### src/rtl/core/ilds_pkg.sv
package ilds_pkg;

   typedef enum logic [1:0] {
      PH_START  = 2'd0,
      PH_LEAD   = 2'd1,
      PH_PREFIX = 2'd2,
      PH_DIGITS = 2'd3
   } phase_type;

   typedef enum logic [2:0] {
      BASE_INVALID = 3'd0,
      BASE_BIN     = 3'd1,
      BASE_OCT     = 3'd2,
      BASE_DEC     = 3'd3,
      BASE_HEX     = 3'd4
   } base_type;

   typedef enum logic [1:0] {
      SEP_NONE  = 2'd0,
      SEP_APOS  = 2'd1,
      SEP_UNDER = 2'd2
   } sep_type;

   localparam logic [7:0] CH_PLUS    = 8'h2B;
   localparam logic [7:0] CH_MINUS   = 8'h2D;
   localparam logic [7:0] CH_ZERO    = 8'h30;
   localparam logic [7:0] CH_NINE    = 8'h39;
   localparam logic [7:0] CH_APOS    = 8'h27;
   localparam logic [7:0] CH_UNDER   = 8'h5F;
   localparam logic [7:0] CH_UPPER_A = 8'h41;
   localparam logic [7:0] CH_UPPER_Z = 8'h5A;
   localparam logic [7:0] CH_LOWER_A = 8'h61;
   localparam logic [7:0] CH_LOWER_B = 8'h62;
   localparam logic [7:0] CH_LOWER_F = 8'h66;
   localparam logic [7:0] CH_LOWER_O = 8'h6F;
   localparam logic [7:0] CH_LOWER_X = 8'h78;
   localparam logic [7:0] CASE_GAP   = 8'h20;
   localparam logic [7:0] HEX_OFFSET = CH_LOWER_A - 8'd10;
   localparam logic [4:0] NO_DIGIT   = 5'd16;

   typedef struct packed {
      phase_type  phase;
      base_type   base;
      logic       neg;
      logic       err;
      sep_type    sep_lock;
      logic       sep_pending;
   } state_type;

   typedef struct packed {
      logic [3:0] digit_value;
      logic       digit_strobe;
      base_type   base;
      logic       negative;
      logic       error;
      logic       finished;
   } result_type;

   localparam state_type STATE_CLEAR = '{
      phase: PH_START, base: BASE_INVALID, neg: 1'b0, err: 1'b0,
      sep_lock: SEP_NONE, sep_pending: 1'b0};

   function automatic logic [7:0] to_lower(input logic [7:0] c);
      if (c >= CH_UPPER_A && c <= CH_UPPER_Z) begin
         return c + CASE_GAP;
      end
      return c;
   endfunction

   function automatic logic [4:0] radix_of(input base_type b);
      unique case (b)
         BASE_BIN: return 5'd2;
         BASE_OCT: return 5'd8;
         BASE_DEC: return 5'd10;
         BASE_HEX: return 5'd16;
         default:  return 5'd0;
      endcase
   endfunction

endpackage

### src/rtl/core/ilds_step.sv
module ilds_step (
   input  ilds_pkg::state_type  state_cur,
   input  logic [7:0]           ch,
   input  logic                 first,
   input  logic                 last,
   output ilds_pkg::state_type  state_next,
   output ilds_pkg::result_type result
);

   always_comb begin
      ilds_pkg::state_type st;
      ilds_pkg::sep_type   kind;
      logic                consumed;
      logic                is_sep;
      logic                strobe;
      logic [3:0]          value;
      logic [7:0]          lc;
      logic [7:0]          diff;
      logic [4:0]          d;

      st       = state_cur;
      consumed = 1'b0;
      is_sep   = 1'b0;
      strobe   = 1'b0;
      value    = 4'd0;
      lc       = ilds_pkg::to_lower(ch);
      diff     = 8'd0;
      d        = ilds_pkg::NO_DIGIT;
      kind     = ilds_pkg::SEP_NONE;

      if (first || state_cur.phase == ilds_pkg::PH_START) begin
         st       = ilds_pkg::STATE_CLEAR;
         st.phase = ilds_pkg::PH_LEAD;
         if (ch == ilds_pkg::CH_MINUS || ch == ilds_pkg::CH_PLUS) begin
            st.neg   = (ch == ilds_pkg::CH_MINUS);
            st.err   = last;   // lone sign
            consumed = 1'b1;
         end
      end

      if (!consumed) begin
         unique case (st.phase)
            ilds_pkg::PH_LEAD: begin
               if (ch == ilds_pkg::CH_ZERO && !last) begin
                  st.phase = ilds_pkg::PH_PREFIX;
               end else if (ch >= ilds_pkg::CH_ZERO && ch <= ilds_pkg::CH_NINE) begin
                  diff     = ch - ilds_pkg::CH_ZERO;
                  st.base  = ilds_pkg::BASE_DEC;
                  strobe   = 1'b1;
                  value    = diff[3:0];
                  st.phase = ilds_pkg::PH_DIGITS;
               end else begin
                  st.err   = 1'b1;
                  st.phase = ilds_pkg::PH_DIGITS;
               end
            end
            ilds_pkg::PH_PREFIX: begin
               priority if (lc == ilds_pkg::CH_LOWER_B) begin
                  st.base = ilds_pkg::BASE_BIN;
               end else if (lc == ilds_pkg::CH_LOWER_O) begin
                  st.base = ilds_pkg::BASE_OCT;
               end else if (lc == ilds_pkg::CH_LOWER_X) begin
                  st.base = ilds_pkg::BASE_HEX;
               end else begin
                  st.base = ilds_pkg::BASE_INVALID;
               end
               st.phase = ilds_pkg::PH_DIGITS;
            end
            default: begin
               if (!st.err) begin
                  if (ch == ilds_pkg::CH_APOS) begin
                     kind = ilds_pkg::SEP_APOS;
                  end else if (ch == ilds_pkg::CH_UNDER) begin
                     kind = ilds_pkg::SEP_UNDER;
                  end
                  // first separator seen locks the kind for the literal
                  if (kind != ilds_pkg::SEP_NONE && !st.sep_pending) begin
                     if (st.sep_lock == ilds_pkg::SEP_NONE) begin
                        st.sep_lock = kind;
                        is_sep      = 1'b1;
                     end else if (st.sep_lock == kind) begin
                        is_sep = 1'b1;
                     end
                  end
                  if (is_sep) begin
                     st.sep_pending = 1'b1;
                     if (last) begin
                        st.err = 1'b1;
                     end
                  end else begin
                     st.sep_pending = 1'b0;
                     if (lc >= ilds_pkg::CH_ZERO && lc <= ilds_pkg::CH_NINE) begin
                        diff = lc - ilds_pkg::CH_ZERO;
                        d    = diff[4:0];
                     end else if (st.base == ilds_pkg::BASE_HEX &&
                                  lc >= ilds_pkg::CH_LOWER_A &&
                                  lc <= ilds_pkg::CH_LOWER_F) begin
                        diff = lc - ilds_pkg::HEX_OFFSET;
                        d    = diff[4:0];
                     end
                     if (d < ilds_pkg::radix_of(st.base)) begin
                        strobe = 1'b1;
                        value  = d[3:0];
                     end else begin
                        st.err = 1'b1;
                     end
                  end
               end
            end
         endcase
      end

      result.digit_value  = value;
      result.digit_strobe = strobe;
      result.base         = st.base;
      result.negative     = st.neg;
      result.error        = st.err;
      result.finished     = last;

      if (last) begin
         st.phase = ilds_pkg::PH_START;
      end
      state_next = st;
   end

endmodule

### src/rtl/core/integer_literal_digit_scanner.sv
// Channel   Direction  Handshake              Payload
// req       in         req_valid/req_ready    ch, first, last
// rsp       out        rsp_valid/rsp_ready    digit_value, digit_strobe, base_code,
//                                             negative, error, finished
//
// One character per cycle sustained while rsp_ready stays high; each transaction yields one result.
// A character passes the input register, then the result register; the scan
// state updates as a character moves from the input to the result register.
// Synchronous active-high reset empties both registers and clears the scan state.
// A stalled rsp holds its result; the input register still takes one more
// character, and req_ready drops only when both registers are full.
module integer_literal_digit_scanner (
   input  logic       clock,
   input  logic       reset,
   input  logic       req_valid,
   output logic       req_ready,
   input  logic [7:0] req_ch,
   input  logic       req_first,
   input  logic       req_last,
   output logic       rsp_valid,
   input  logic       rsp_ready,
   output logic [3:0] rsp_digit_value,
   output logic       rsp_digit_strobe,
   output logic [2:0] rsp_base_code,
   output logic       rsp_negative,
   output logic       rsp_error,
   output logic       rsp_finished
);

   logic                 in_valid_ff;
   logic [7:0]           in_ch_ff;
   logic                 in_first_ff;
   logic                 in_last_ff;
   logic                 out_valid_ff;
   ilds_pkg::result_type out_ff;
   ilds_pkg::result_type out_in;
   ilds_pkg::state_type  state_ff;
   ilds_pkg::state_type  state_in;
   logic                 out_load;
   logic                 advance;

   assign out_load  = !out_valid_ff || rsp_ready;
   assign advance   = in_valid_ff && out_load;
   assign req_ready = !in_valid_ff || out_load;

   ilds_step u_step (
      .state_cur  (state_ff),
      .ch         (in_ch_ff),
      .first      (in_first_ff),
      .last       (in_last_ff),
      .state_next (state_in),
      .result     (out_in)
   );

   always_ff @(posedge clock) begin
      if (reset) begin
         in_valid_ff  <= 1'b0;
         out_valid_ff <= 1'b0;
         state_ff     <= ilds_pkg::STATE_CLEAR;
      end else begin
         if (req_ready) begin
            in_valid_ff <= req_valid;
         end
         if (out_load) begin
            out_valid_ff <= in_valid_ff;
         end
         if (advance) begin
            state_ff <= state_in;
         end
      end
   end

   always_ff @(posedge clock) begin
      if (req_valid && req_ready) begin
         in_ch_ff    <= req_ch;
         in_first_ff <= req_first;
         in_last_ff  <= req_last;
      end
      if (advance) begin
         out_ff <= out_in;
      end
   end

   assign rsp_valid        = out_valid_ff;
   assign rsp_digit_value  = out_ff.digit_value;
   assign rsp_digit_strobe = out_ff.digit_strobe;
   assign rsp_base_code    = out_ff.base;
   assign rsp_negative     = out_ff.negative;
   assign rsp_error        = out_ff.error;
   assign rsp_finished     = out_ff.finished;

   a_last_restarts: assert property (@(posedge clock) disable iff (reset)
      advance && in_last_ff |=> state_ff.phase == ilds_pkg::PH_START)
      else $error("scan state not back at start after final character");

   a_advance_shows: assert property (@(posedge clock) disable iff (reset)
      advance |=> rsp_valid && rsp_finished == $past(in_last_ff))
      else $error("result register missed an advancing transaction");

   a_strobe_clean: assert property (@(posedge clock) disable iff (reset)
      rsp_valid && rsp_digit_strobe |->
         !rsp_error && rsp_base_code != ilds_pkg::BASE_INVALID)
      else $error("digit produced on a malformed literal");

   a_value_zero: assert property (@(posedge clock) disable iff (reset)
      rsp_valid && !rsp_digit_strobe |-> rsp_digit_value == 4'd0)
      else $error("digit value nonzero without strobe");

endmodule
### config.mk
export PLATFORM = sky130hd
export DESIGN_NAME = integer_literal_digit_scanner
export DESIGN_NICKNAME = d
export VERILOG_FILES = /design/src/rtl/core/ilds_pkg.sv /design/src/rtl/core/ilds_step.sv /design/src/rtl/core/integer_literal_digit_scanner.sv
export SDC_FILE = /design/constraint.sdc
export NUM_CORES = 1
export LEC_CHECK = 0
export ABC_AREA = 1
export BUFFER_PORTS_ARGS = -buffer_cell sky130_fd_sc_hd__buf_4
export CAP_MARGIN = 5
export CORE_MARGIN = 3
export CORE_UTILIZATION = 62
export DETAILED_ROUTE_END_ITERATION = 10
export PLACE_DENSITY = 0.85
export SLEW_MARGIN = 30
export SYNTH_ARGS = -nofsm -noshare
export SYNTH_HDL_FRONTEND = slang
export SYNTH_SLANG_ARGS = --single-unit
### constraint.sdc
create_clock -name clock -period 4.9 [get_ports clock]
set_input_delay 0.49 -clock clock [delete_from_list [all_inputs] [get_ports clock]]
set_output_delay 0.49 -clock clock [all_outputs]
set_load 0.03 [all_outputs]
==> impl_metrics.ini <==
[sta]
maxSlewHeadroom_pct = 60.4
setup-violations-final = 0
setup_tns_ns = 0
finalHoldViolCount = 0
max_freq_mhz = 275
fin_crit_ns = 3.64
slew_violations = 0
tightest_slew_ns = 0.579
timing.final.crit_share_pct = 74.2
rsz0062_at_grt = false
clock_skew_ns = 0.00741

[clock_network]
cts_inserted_buffers = 5
cts_root_buf = clkbuf_4
cts_setup_buffers = 0
cts_sinks = 33
cts_tree = yes
clkTransAtPathRegs_ns = 0.10
clk_path_buf_depth = 2
ctsHoldBuffers = 0
htree_levels = 2
ctsResizeCount = 0
clkLatencyLatePin_ns = 0.35

[yosys]
synthCells = 259
ys_seq_area_share_pct = 41.4
muxShareOfSynthArea_pct = 0
synthAdderAreaFrac_pct = 6.55
synth_edf_count = 21
synth-xor-area-share_pct = 0.833
synth_top_family_by_area = simple AND/OR/NAND/NOR gates
netlist_area_um2 = 2100
ys_ff_latch = 33
synth_top_cell_area_share_pct = 30.0
ys_async_sr_fraction_pct = 0
synth_top_area_cell = edfxtp_1
synth_compound_area_share_pct = 12.9
yosys_most_used_dff = edfxtp_1
synthSimpleGateAreaFrac_pct = 29.7
yosysWarnings = 0
syn_avg_cell_area_um2 = 8.12
yosysUniqueCellTypes = 38
synth.area.top_cells = edfxtp_1, dfxtp_1, nand2_1, ha_1, inv_1
syn_nets = 284

[global_routing]
grt-ovfl-total = 0
grt_max_degree = 21
grt_pass1_vias = 1704
grt_pass1_wl_um = 7470
grt_antenna_before_repair = 0
grt_usage_pct = 23.4

[pwr]
pwr-share-clk_pct = 31.1
power_frac_seq_pct = 52.5
p_sw_uw = 169
p_int_uw = 449
power.share.combinational_pct = 16.4
p_leak_uw = 0.00102
p_per_area_nw_per_um2 = 257
swShare_pct = 27.3
ir_drop_uv = 179

[critical_path]
worstPathMaxFanout = 5
critPathLaunchType = flip-flop
critical_path_arrival_ns = 3.74
slowest_delay_ns = 0.55
cp_data_required_time_ns = 5.01
crit_type = flip-flop to flip-flop
critical_path_buf_inv_count = 1
path_common_cell = nand2_1
cp_top_family = simple AND/OR/NAND/NOR gates
crit_slowest_cell = a2111oi_0
path_cells = inv_1 -> ha_1 -> nand2_4 -> nor2_4 -> nand2_1 -> nand2_2 -> nand2_4 -> nand3_2 -> nand2_4 -> nor2_4 -> nand3_1 -> a21oi_1 -> nand2_1 -> nand2_2 -> nand2_1 -> ha_1 -> a2111oi_0 -> nand2_1 -> nand2_1 -> nand2_1 -> nand2_1 -> nand2_1
cp-end-kind = flip-flop

[floorplan]
start_util_pct = 66.7
core-area_um2 = 3150
std_cell_rows = 20
die_area_um2 = 4120
ios = 27
die_w_um = 64.2
fp.dieH_um = 64.2

[layout]
final_util_pct = 76.2
syn_to_final_growth_pct = 14.3
finalNonFillerCells = 333
layout_commonest_cell = nand2_1
antennaDiodeCount = 0
final_cell_mix = nand2_1, inv_1, buf_4
finalNetCount = 313
drive_above_1_share_pct = 20.4
num-fill-cells = 266

[status]
outcome = completed

[routing]
drt_iter0_drc = 110
dr_total_vias = 1831
drc = 0
wl_per_cell_um = 12.8
wl_um = 4270
antenna_left = 0
routed_via_density = 5.50
dr.pass1.iters = 5

[placement]
io_buffers = 26
dp_hpwl_um = 3330
gp_congestion = 0.928
dp_cells = 325

[hold_path]
hold_class = primary input to flip-flop

[job]
drv_cap = 0
## routing by layer
layer / routed length (um) / vias to the layer above / GRT usage [%]
met5: 0 / - / 0
met4: 135 / 0 / 11.6
met2: 1920 / 86 / 36.3
met3: 366 / 18 / 7.91
li1: - / 934 / -
met1: 1850 / 793 / 29.1
## worst paths after layout
check	from	endpoint	slack (ns)	cells after the start
max	in_ch_ff[1]	rsp_error	1.26	22
min	req_first	in_first_ff	0.31	1
max reg2reg	in_ch_ff[1]	rsp_error	1.26	22
min reg2reg	state_ff[0]	state_ff[0]	0.47	2
## Yosys cell counts, types with 2 or more instances
cell type  number
edfxtp_1       21
ha_1           11
buf_6           2
clkbuf_1        2
nor3_1          5
nor4_1          2
o21a_1          2
nand2_4         4
nor2_1         20
a21oi_1        14
inv_2           5
nand2_1        57
o22ai_1         4
nand2_2         6
nor2_4          4
inv_1          31
nand3_1        18
xor2_1          2
o21ai_0        14
nand4_1         3
dfxtp_1        12
o211ai_1        4
## layout make-up
type	count	area, um^2	area share, %
tap	44	55.1	2.29
multi-input combinational	184	1050	43.8
clock buffer	8	80.1	3.33
timing repair buffer	26	195	8.13
inverter	38	150	6.25
sequential	33	871	36.3
## cell families (layout without fill, tap and decap cells)
group / after synthesis / count (layout)
XOR/XNOR: 2 / 2
adder cells (fa/ha/maj): 11 / 11
flip-flops: 33 / 33
buffers and inverters: 42 / 72
AO/OA/AOI/OAI: 46 / 46
AND/OR/NAND/NOR: 125 / 125
## stage by stage
stage	instance area (um^2)	power (uW)	hold slack, ns	setup WS [ns]
6_report	2400	617	0.313	1.26
5_1_grt	2400	648	0.289	0.854
4_1_cts	2400	617	0.309	1.31
3_5_place_dp	2320	431	0.457	1.33
3_3_place_gp	2320	429	0.453	1.43
2_1_floorplan	2100	402	0.445	1.75
## registers in the layout, indices dropped and copies added, names as in the netlist
signal and flops:
rsp_valid 1, in_first_ff 1, rsp_base_code 3, in_last_ff 1, rsp_negative 1, in_valid_ff 1
rsp_error 1, rsp_finished 1, in_ch_ff 8, state_ff 10, rsp_digit_strobe 1, rsp_digit_value 4
## power by group through the flow
stage                     combinational [uW]  sequential (uW)  clock (uW)
after detailed placement                 101              330           0
after floorplan                         66.2              335           0
final                                    101              324         192
after global placement                  99.2              330           0
after CTS                                101              324         192
after global routing                     113              326         208
No activity file was read; power rests on OpenSTA's default activity.
